===== src/sv/i2c_master_bit_sequencer_defines.svh =====
// ----------------------------------------------------------------------------
// i2c master bit sequencer assertion macros
// shared property wrappers, all clocked on clk_i
// ----------------------------------------------------------------------------
`ifndef I2C_MASTER_BIT_SEQUENCER_DEFINES_SVH
`define I2C_MASTER_BIT_SEQUENCER_DEFINES_SVH

// checked only outside reset
`define I2CBS_ASSERT(lbl, prop, msg) \
  lbl: assert property (@(posedge clk_i) disable iff (!rst_ni) (prop)) else $error(msg);

// checked at every edge, reset included
`define I2CBS_ASSERT_ALWAYS(lbl, prop, msg) \
  lbl: assert property (@(posedge clk_i) (prop)) else $error(msg);

`endif


===== src/sv/i2cbs_pkg.sv =====
// ----------------------------------------------------------------------------
// i2cbs_pkg
// types and constants shared by the i2c master bit sequencer
// ----------------------------------------------------------------------------
package i2cbs_pkg;

  localparam int unsigned BITS_PER_BYTE = 8;
  localparam int unsigned DELAY_W       = 20;
  localparam int unsigned TDATA_W       = 16;

  // command codes
  typedef enum logic [2:0] {
    CMD_NONE    = 3'd0,
    CMD_START   = 3'd1,
    CMD_STOP    = 3'd2,
    CMD_WRITE   = 3'd3,
    CMD_WAITACK = 3'd4,
    CMD_READ    = 3'd5
  } cmd_e;

  // configuration register indexes
  typedef enum logic [0:0] {
    REG_TICKS_PER_UNIT = 1'b0,
    REG_ACK_TIMEOUT    = 1'b1
  } reg_idx_e;

  localparam logic [15:0] TICKS_RESET   = 16'd1;
  localparam logic [7:0]  TIMEOUT_RESET = 8'd250;

  typedef struct packed {
    logic [2:0] cmd;
    logic [7:0] tx_byte;
    logic       send_ack;
    logic       sda_in;
  } item_t;

  typedef struct packed {
    logic [15:0] ticks_per_unit;
    logic [7:0]  ack_timeout;
  } cfg_t;

  typedef struct packed {
    cmd_e               cmd;
    logic [2:0]         phase;
    logic [3:0]         bit_cnt;
    logic [7:0]         shift;
    logic [DELAY_W-1:0] delay;
    logic [7:0]         poll;
    logic               scl;
    logic               sda;
    logic               drv;
    logic               ack_flag;
    logic               ack_choice;
    logic [7:0]         rx;
  } seq_state_t;

  localparam seq_state_t SEQ_RESET = '{
    cmd:        CMD_NONE,
    phase:      3'd0,
    bit_cnt:    4'd0,
    shift:      8'd0,
    delay:      '0,
    poll:       8'd0,
    scl:        1'b0,
    sda:        1'b0,
    drv:        1'b1,
    ack_flag:   1'b0,
    ack_choice: 1'b0,
    rx:         8'd0
  };

endpackage


===== src/sv/i2cbs_step.sv =====
// ----------------------------------------------------------------------------
// i2cbs_step
// next-state logic for one clock tick of the sequencer
// ----------------------------------------------------------------------------
module i2cbs_step import i2cbs_pkg::*; (
  input  seq_state_t cur_i,
  input  item_t      item_i,
  input  cfg_t       cfg_i,
  output seq_state_t nxt_o,
  output logic       done_o
);

  logic [15:0]        tpu;
  logic [DELAY_W-1:0] wait1, wait2, wait4;
  seq_state_t         s;
  logic               done;
  logic               run;

  assign tpu   = (cfg_i.ticks_per_unit == 16'd0) ? 16'd1 : cfg_i.ticks_per_unit;
  assign wait1 = {4'd0, tpu};
  assign wait2 = {3'd0, tpu, 1'b0};
  assign wait4 = {2'd0, tpu, 2'b00};

  always_comb begin
    s    = cur_i;
    done = 1'b0;
    run  = 1'b0;

    if (cur_i.cmd == CMD_NONE) begin
      unique case (cmd_e'(item_i.cmd)) inside
        CMD_START, CMD_STOP, CMD_WRITE, CMD_WAITACK, CMD_READ: begin
          s.cmd   = cmd_e'(item_i.cmd);
          s.phase = 3'd0;
          if (cmd_e'(item_i.cmd) == CMD_WRITE) s.shift = item_i.tx_byte;
          if (cmd_e'(item_i.cmd) == CMD_READ) s.ack_choice = item_i.send_ack;
          run = 1'b1;
        end
        default: ;
      endcase
    end else begin
      if (cur_i.delay != '0) s.delay = cur_i.delay - DELAY_W'(1);
      run = (s.delay == '0);
    end

    if (run) begin
      unique case (s.cmd)
        CMD_START: begin
          if (s.phase == 3'd0) begin
            s.scl = 1'b1; s.sda = 1'b1; s.drv = 1'b1;
            s.delay = wait4; s.phase = 3'd1;
          end else if (s.phase == 3'd1) begin
            s.scl = 1'b1; s.sda = 1'b0; s.drv = 1'b1;
            s.delay = wait4; s.phase = 3'd2;
          end else begin
            s.scl = 1'b0; s.sda = 1'b0; s.drv = 1'b1;
            s.cmd = CMD_NONE; s.phase = 3'd0; s.delay = '0; done = 1'b1;
          end
        end
        CMD_STOP: begin
          if (s.phase == 3'd0) begin
            s.scl = 1'b0; s.sda = 1'b0; s.drv = 1'b1;
            s.delay = wait4; s.phase = 3'd1;
          end else if (s.phase == 3'd1) begin
            s.scl = 1'b1; s.sda = 1'b1; s.drv = 1'b1;
            s.delay = wait4; s.phase = 3'd2;
          end else begin
            s.cmd = CMD_NONE; s.phase = 3'd0; s.delay = '0; done = 1'b1;
          end
        end
        CMD_WRITE: begin
          if (s.phase == 3'd1) begin
            s.scl = 1'b1; s.delay = wait2; s.phase = 3'd2;
          end else if (s.phase == 3'd2) begin
            s.scl = 1'b0; s.bit_cnt = s.bit_cnt + 4'd1;
            s.delay = wait2; s.phase = 3'd3;
          end else if (s.phase != 3'd0 && s.bit_cnt >= 4'(BITS_PER_BYTE)) begin
            s.cmd = CMD_NONE; s.phase = 3'd0; s.delay = '0; done = 1'b1;
          end else begin
            // shift out the msb, scl low while data settles
            if (s.phase == 3'd0) s.bit_cnt = 4'd0;
            s.scl   = 1'b0;
            s.sda   = s.shift[BITS_PER_BYTE-1];
            s.drv   = 1'b1;
            s.shift = {s.shift[BITS_PER_BYTE-2:0], 1'b0};
            s.delay = wait2; s.phase = 3'd1;
          end
        end
        CMD_WAITACK: begin
          if (s.phase == 3'd0) begin
            s.ack_flag = 1'b0; s.poll = 8'd0;
            s.sda = 1'b1; s.drv = 1'b0;
            s.delay = wait1; s.phase = 3'd1;
          end else if (s.phase == 3'd1) begin
            s.scl = 1'b1; s.delay = wait1; s.phase = 3'd2;
          end else if (s.phase == 3'd2) begin
            if (!item_i.sda_in) begin
              s.scl = 1'b0;
              s.cmd = CMD_NONE; s.phase = 3'd0; s.delay = '0; done = 1'b1;
            end else if (s.poll >= cfg_i.ack_timeout) begin
              // timed out: flag and run a stop
              s.ack_flag = 1'b1;
              s.scl = 1'b0; s.sda = 1'b0; s.drv = 1'b1;
              s.delay = wait4; s.phase = 3'd3;
            end else begin
              s.poll = s.poll + 8'd1;
              s.delay = wait1; s.phase = 3'd2;
            end
          end else if (s.phase == 3'd3) begin
            s.scl = 1'b1; s.sda = 1'b1; s.drv = 1'b1;
            s.delay = wait4; s.phase = 3'd4;
          end else begin
            s.cmd = CMD_NONE; s.phase = 3'd0; s.delay = '0; done = 1'b1;
          end
        end
        CMD_READ: begin
          if (s.phase == 3'd0) begin
            s.shift = 8'd0; s.bit_cnt = 4'd0;
            s.scl = 1'b0; s.drv = 1'b0;
            s.delay = wait2; s.phase = 3'd1;
          end else if (s.phase == 3'd1) begin
            s.scl = 1'b1;
            s.shift = {s.shift[BITS_PER_BYTE-2:0], item_i.sda_in};
            s.bit_cnt = s.bit_cnt + 4'd1;
            s.delay = wait1; s.phase = 3'd2;
          end else if (s.phase == 3'd2) begin
            if (s.bit_cnt < 4'(BITS_PER_BYTE)) begin
              s.scl = 1'b0; s.delay = wait2; s.phase = 3'd1;
            end else begin
              s.scl = 1'b0; s.sda = !s.ack_choice; s.drv = 1'b1;
              s.delay = wait2; s.phase = 3'd3;
            end
          end else if (s.phase == 3'd3) begin
            s.scl = 1'b1; s.delay = wait2; s.phase = 3'd4;
          end else begin
            s.scl = 1'b0; s.rx = s.shift;
            s.cmd = CMD_NONE; s.phase = 3'd0; s.delay = '0; done = 1'b1;
          end
        end
        default: begin
          s.cmd = CMD_NONE; s.phase = 3'd0; s.delay = '0; done = 1'b1;
        end
      endcase
    end
  end

  assign nxt_o  = s;
  assign done_o = done;

endmodule


===== src/sv/i2c_master_bit_sequencer.sv =====
// ----------------------------------------------------------------------------
// i2c_master_bit_sequencer
// i2c master line sequencer, one input request per clock tick of the bus timer
// ----------------------------------------------------------------------------
//
// channel   dir  handshake                    payload
// s_axis    in   s_axis_tvalid/s_axis_tready  cmd, tx_byte, send_ack, sda_in
// m_axis    out  m_axis_tvalid/m_axis_tready  pins, busy, done, rx_byte, ack_fail
// cfg       in   cfg_we_i (no wait)           ticks_per_unit, ack_timeout
//
// the sequencer state is updated on the clock edge that accepts a request, so
// one request per cycle is sustained unless the result register is stalled
// the result lands in an output register; a new request is taken whenever that
// register is empty or is being drained in the same cycle
// reset clears the sequencer to idle with scl low and sda driven low,
// ticks_per_unit to 1 and ack_timeout to 250
// ----------------------------------------------------------------------------
`include "i2c_master_bit_sequencer_defines.svh"

module i2c_master_bit_sequencer import i2cbs_pkg::*; (
  input  logic                clk_i,
  input  logic                rst_ni,
  // request stream
  input  logic                s_axis_tvalid,
  output logic                s_axis_tready,
  // [2:0] cmd, [10:3] tx_byte, [11] send_ack, [12] sda_in, [15:13] zero
  input  logic [TDATA_W-1:0]  s_axis_tdata,
  // result stream
  output logic                m_axis_tvalid,
  input  logic                m_axis_tready,
  // [0] scl_level, [1] sda_level, [2] sda_drive, [3] busy_res, [4] done_res,
  // [12:5] rx_byte, [13] ack_fail, [15:14] zero
  output logic [TDATA_W-1:0]  m_axis_tdata,
  // configuration writes
  input  logic                cfg_we_i,
  input  logic [0:0]          cfg_addr_i,
  input  logic [15:0]         cfg_wdata_i
);

  // configuration registers
  cfg_t       cfg_q;

  // sequencer state
  seq_state_t state_q, state_d;
  logic       done;

  // result register
  logic               out_valid_q;
  logic [TDATA_W-1:0] out_data_q, out_data_d;

  item_t item;
  logic  accept;

  // unpack the request
  assign item.cmd      = s_axis_tdata[2:0];
  assign item.tx_byte  = s_axis_tdata[10:3];
  assign item.send_ack = s_axis_tdata[11];
  assign item.sda_in   = s_axis_tdata[12];

  // take a request while the result slot is free or draining
  assign s_axis_tready = !out_valid_q || m_axis_tready;
  assign accept        = s_axis_tvalid && s_axis_tready;

  always_ff @(posedge clk_i or negedge rst_ni) begin
    if (!rst_ni) begin
      cfg_q.ticks_per_unit <= TICKS_RESET;
      cfg_q.ack_timeout    <= TIMEOUT_RESET;
    end else if (cfg_we_i) begin
      unique case (reg_idx_e'(cfg_addr_i))
        REG_TICKS_PER_UNIT: cfg_q.ticks_per_unit <= cfg_wdata_i;
        REG_ACK_TIMEOUT:    cfg_q.ack_timeout    <= cfg_wdata_i[7:0];
        default: ;
      endcase
    end
  end

  // one tick of the line sequencer
  i2cbs_step u_step (
    .cur_i  (state_q),
    .item_i (item),
    .cfg_i  (cfg_q),
    .nxt_o  (state_d),
    .done_o (done)
  );

  // pack the result from the state after this tick
  assign out_data_d = {
    2'b00,
    state_d.ack_flag,
    state_d.rx,
    done,
    (state_d.cmd != CMD_NONE),
    state_d.drv,
    state_d.sda,
    state_d.scl
  };

  always_ff @(posedge clk_i or negedge rst_ni) begin
    if (!rst_ni) begin
      state_q <= SEQ_RESET;
    end else if (accept) begin
      state_q <= state_d;
    end
  end

  always_ff @(posedge clk_i or negedge rst_ni) begin
    if (!rst_ni) begin
      out_valid_q <= 1'b0;
    end else if (accept) begin
      out_valid_q <= 1'b1;
    end else if (m_axis_tready) begin
      out_valid_q <= 1'b0;
    end
  end

  // payload only, no reset needed
  always_ff @(posedge clk_i) begin
    if (accept) out_data_q <= out_data_d;
  end

  assign m_axis_tvalid = out_valid_q;
  assign m_axis_tdata  = out_data_q;

  // a finished command never reports busy
  `I2CBS_ASSERT(a_done_not_busy, m_axis_tvalid |-> !(m_axis_tdata[4] && m_axis_tdata[3]), "done with busy")

  // an empty result slot must never block requests
  `I2CBS_ASSERT(a_ready_when_empty, !m_axis_tvalid |-> s_axis_tready, "ready low with empty output")

  // the delay counter only runs inside a command
  `I2CBS_ASSERT(a_idle_no_delay, (state_q.cmd == CMD_NONE) |-> (state_q.delay == '0), "delay while idle")

  // no result shows while reset is held
  `I2CBS_ASSERT_ALWAYS(a_reset_no_valid, !rst_ni |-> !m_axis_tvalid, "valid during reset")

endmodule

===== config.mk =====
export PLATFORM = sky130hd
export DESIGN_NAME = i2c_master_bit_sequencer
export DESIGN_NICKNAME = d
export VERILOG_FILES = /design/src/sv/i2cbs_pkg.sv /design/src/sv/i2cbs_step.sv /design/src/sv/i2c_master_bit_sequencer.sv
export VERILOG_INCLUDE_DIRS = /design/src /design/src/sv
export SDC_FILE = /design/constraint.sdc
export NUM_CORES = 1
export LEC_CHECK = 0
export BUFFER_PORTS_ARGS = -buffer_cell sky130_fd_sc_hd__clkbuf_2
export CAP_MARGIN = 15
export CORE_MARGIN = 2
export CORE_UTILIZATION = 55
export CTS_BUF_LIST = sky130_fd_sc_hd__clkbuf_8 sky130_fd_sc_hd__clkbuf_16
export DETAILED_ROUTE_END_ITERATION = 10
export PLACE_DENSITY = 0.82
export SYNTH_ARGS = -nofsm -noshare
export SYNTH_HDL_FRONTEND = slang
export SYNTH_SLANG_ARGS = --single-unit

===== constraint.sdc =====
create_clock -name clk_i -period 3.16 [get_ports clk_i]
set_clock_uncertainty 0.05 [all_clocks]
set_input_delay 0.474 -clock clk_i [delete_from_list [all_inputs] [get_ports clk_i]]
set_output_delay 0.474 -clock clk_i [all_outputs]
set_load 0.01 [all_outputs]

==> qor.yml <==
finish:
  n_antenna_cell: 0
  drive_gt1_share_pct: 30.7
  nets: 894
  final_cell_area_um2: 8080
  finalCoreUtilization_pct: 71.1
  nFillCells: 841
  syn_to_final_growth_pct: 26.5
sta:
  finalSetupViolCount: 62
  finalCritPeriodShare_pct: 106
  final-hold-violation-count: 0
  tightest_slew_ns: 0.847
  max_slew_margin_pct: 43.0
  fin_crit_ns: 3.34
  timing.fmax_mhz: 299
  finalWorstSetupSlack_ns: -0.182
  rsz0062_at_grt: "true"
  hold_slack_ns: 0.0287
  maxSlewViolCount: 0
global_routing:
  gr-total-overflow: 0
  grtUsageTotal_pct: 31.4
  grt_max_degree: 85
  grt_pass1_vias: 6382
  antenna_found_initial: 0
  grt_pass1_wl_um: 31700
status:
  status: "finished with violations"
  violations: "setup timing"
critical_path:
  cp-start-kind: "flip-flop"
  critical_path_class: "flip-flop to flip-flop"
  critical_path_required_ns: 3.40
  crit_fanout: 8
  cp-endpoint: "state_q[14]"
  end_kind: "flip-flop"
  arrival_ns: 3.58
  r2r-start: "state_q[34]"
  crit_start: "state_q[34]"
  reg2regPathDepth: 11
  r2r_slack_ns: -0.18
  r2r-end: "state_q[14]"
yosys:
  synth_top_family_by_area: "compound AO/OA/AOI/OAI gates"
  synth_cell_types: 77
  synthCells: 723
  synth_xor_area_share_pct: 0.137
  syn-cell-area_um2: 6390
  synth_edf_count: 14
  syn-mean-instance-area_um2: 8.83
  yosysWarnings: 0
  synth-simple-area-share_pct: 19.7
  synth_area_leaders: "dfrtp_1 (30%), edfxtp_1 (6.6%), o21ai_0 (5.7%), mux2_2 (5.3%), a21oi_1 (4.2%)"
  yosys-top-cells-count: "dfrtp_1 (76), o21ai_0 (73), nand2_1 (66), a21oi_1 (54), nor2_1 (53)"
  synth_top_area_share_pct: 29.8
  synth-seq-cells: 98
  synthMuxAreaShare_pct: 7.01
  synth_area_leader_cell: "dfrtp_1"
  post-synth-top-count-cell: "dfrtp_1"
  synth-main-ff-cell: "dfrtp_1"
  async_flop_share_pct: 85.7
  synth_compound_area_share_pct: 26.7
  synth-adder-area-share_pct: 2.35
  seq_area_frac_synth_pct: 39.7
route:
  firstDrtPassIters: 6
  drt_iter0_drc: 595
  drc: 0
  via_count: 6543
  wl_um: 19400
  ant_nets: 0
  post_drt_wl_per_cell_um: 19.5
  viasPerCell: 6.60
clocking:
  path_clk_slew_ns: 0.07
  clock_latency_ns: 0.36
  cts_buffer_depth: 2
  cts_root_buf: "clkbuf_16"
  cts_sinks: 98
  htreeDepth: 3
  cts_tree: "done"
  cts-buffers-inserted: 9
placement:
  placed_area_um2: 7460
  place_congestion: 0.964
  io_buffers: 50
  dp.final_hpwl_um: 14000
run:
  drv_cap: 0
hold_path:
  hp-class: "primary input to async pin"
power:
  powerDensity_nw_per_um2: 753
  p_leak_nw: 3.42
  irDropWorstVdd_mv: 0.521
floorplan:
  die-area_um2: 12500
  initial_utilization_pct: 56.2
  die_w_um: 112
  core_area_um2: 11400
  die_y_um: 112
  io_pins: 56
  std_cell_rows: 39
placed cells by master (no fill, tap or decap), drive strengths merged, types with 8 or more instances in the layout:
master	synthesis	final
nor3	25	25
a22o	9	9
o221ai	12	12
o31ai	10	10
a21oi	54	54
a21o	8	8
or3	13	13
edfxtp	14	14
nand2	67	67
nand4	8	8
inv	21	24
dfstp	8	8
dfrtp	76	76
clkbuf	38	59
o21ai	76	76
nand2b	10	10
nor2	54	54
nor4	11	11
mux2i	11	11
a31oi	14	14
ha	12	12
nand3	25	25
mux2	30	30
buf	12	110
through the flow:
stage	TNS (ns)	total power [W]	worst slack [ns]	cells
after floorplan	-1.46	0.00354	-0.0673	724
after global placement	-2.64	0.00457	-0.138	972
after detailed placement	-4.40	0.00468	-0.175	972
after CTS	-0.945	0.00589	-0.0993	990
after global routing	-11.71	0.00644	-0.281	992
final	-5.92	0.00608	-0.182	992
critical path, cell delays in order (launching register included):
cell and delay (ns):
dfrtp_1 0.38, or3_4 0.39, or4_1 0.39, a21oi_1 0.14
or4b_1 0.45, or4_4 0.48, o21ai_4 0.19, buf_6 0.16
nand2_8 0.06, a2111oi_4 0.21, buf_6 0.18, mux2i_1 0.18
registers in the layout (all words and copies together), names as in the netlist:
name           cells
state_q           59
cfg_q             24
m_axis_tdata      14
m_axis_tvalid      1
per-layer routing:
layer	global-route usage (%)	share of wire (%)
met5	0	0
met2	49.9	48
met3	5.99	8.4
met1	41.8	41
met4	14.2	3.2
what timing repair did:
action                                  4_1_cts  5_1_grt
pin swaps                                     3       15
hold buffers                                  0        0
gates resized for setup                      21       42
endpoints found under the setup margin       65       69
setup buffers                                 2        1
where the power goes:
part	internal, W	switching [W]
Combinational	0.00131	0.00180
Sequential	0.00154	0.000253
Clock	0.000652	0.000520
worst min path at each step:
stage	start	to	cells after the start
after floorplan	rst_ni	cfg_q[0]	0
after global routing	rst_ni	state_q[25]	1
final	rst_ni	state_q[25]	1
after global placement	state_q[51]	state_q[51]	1
after CTS	s_axis_tvalid	m_axis_tvalid	2
after detailed placement	state_q[44]	state_q[44]	2
logic make-up (layout without fill, tap and decap cells):
logic type                 Yosys count  after routing
DFF                                 98             98
other                                1              2
adders and majority gates           12             12
xor gates and xnor gates             1              1
muxes                               41             41
buffers and inverters               71            196
and+or+nand+nor                    245            245
AOI/OAI and AO/OA                  254            254
cell type report:
type	count	area [um2]	area share [%]
multi-input combinational	555	3810	47.2
sequential	98	2530	31.3
timing repair buffer	159	1150	14.3
clock buffer	10	239	2.96
tap	143	179	2.21
clock inverter	6	81.3	1.01
inverter	21	78.8	0.976
Note: power is estimated with default switching activity, not from simulation.
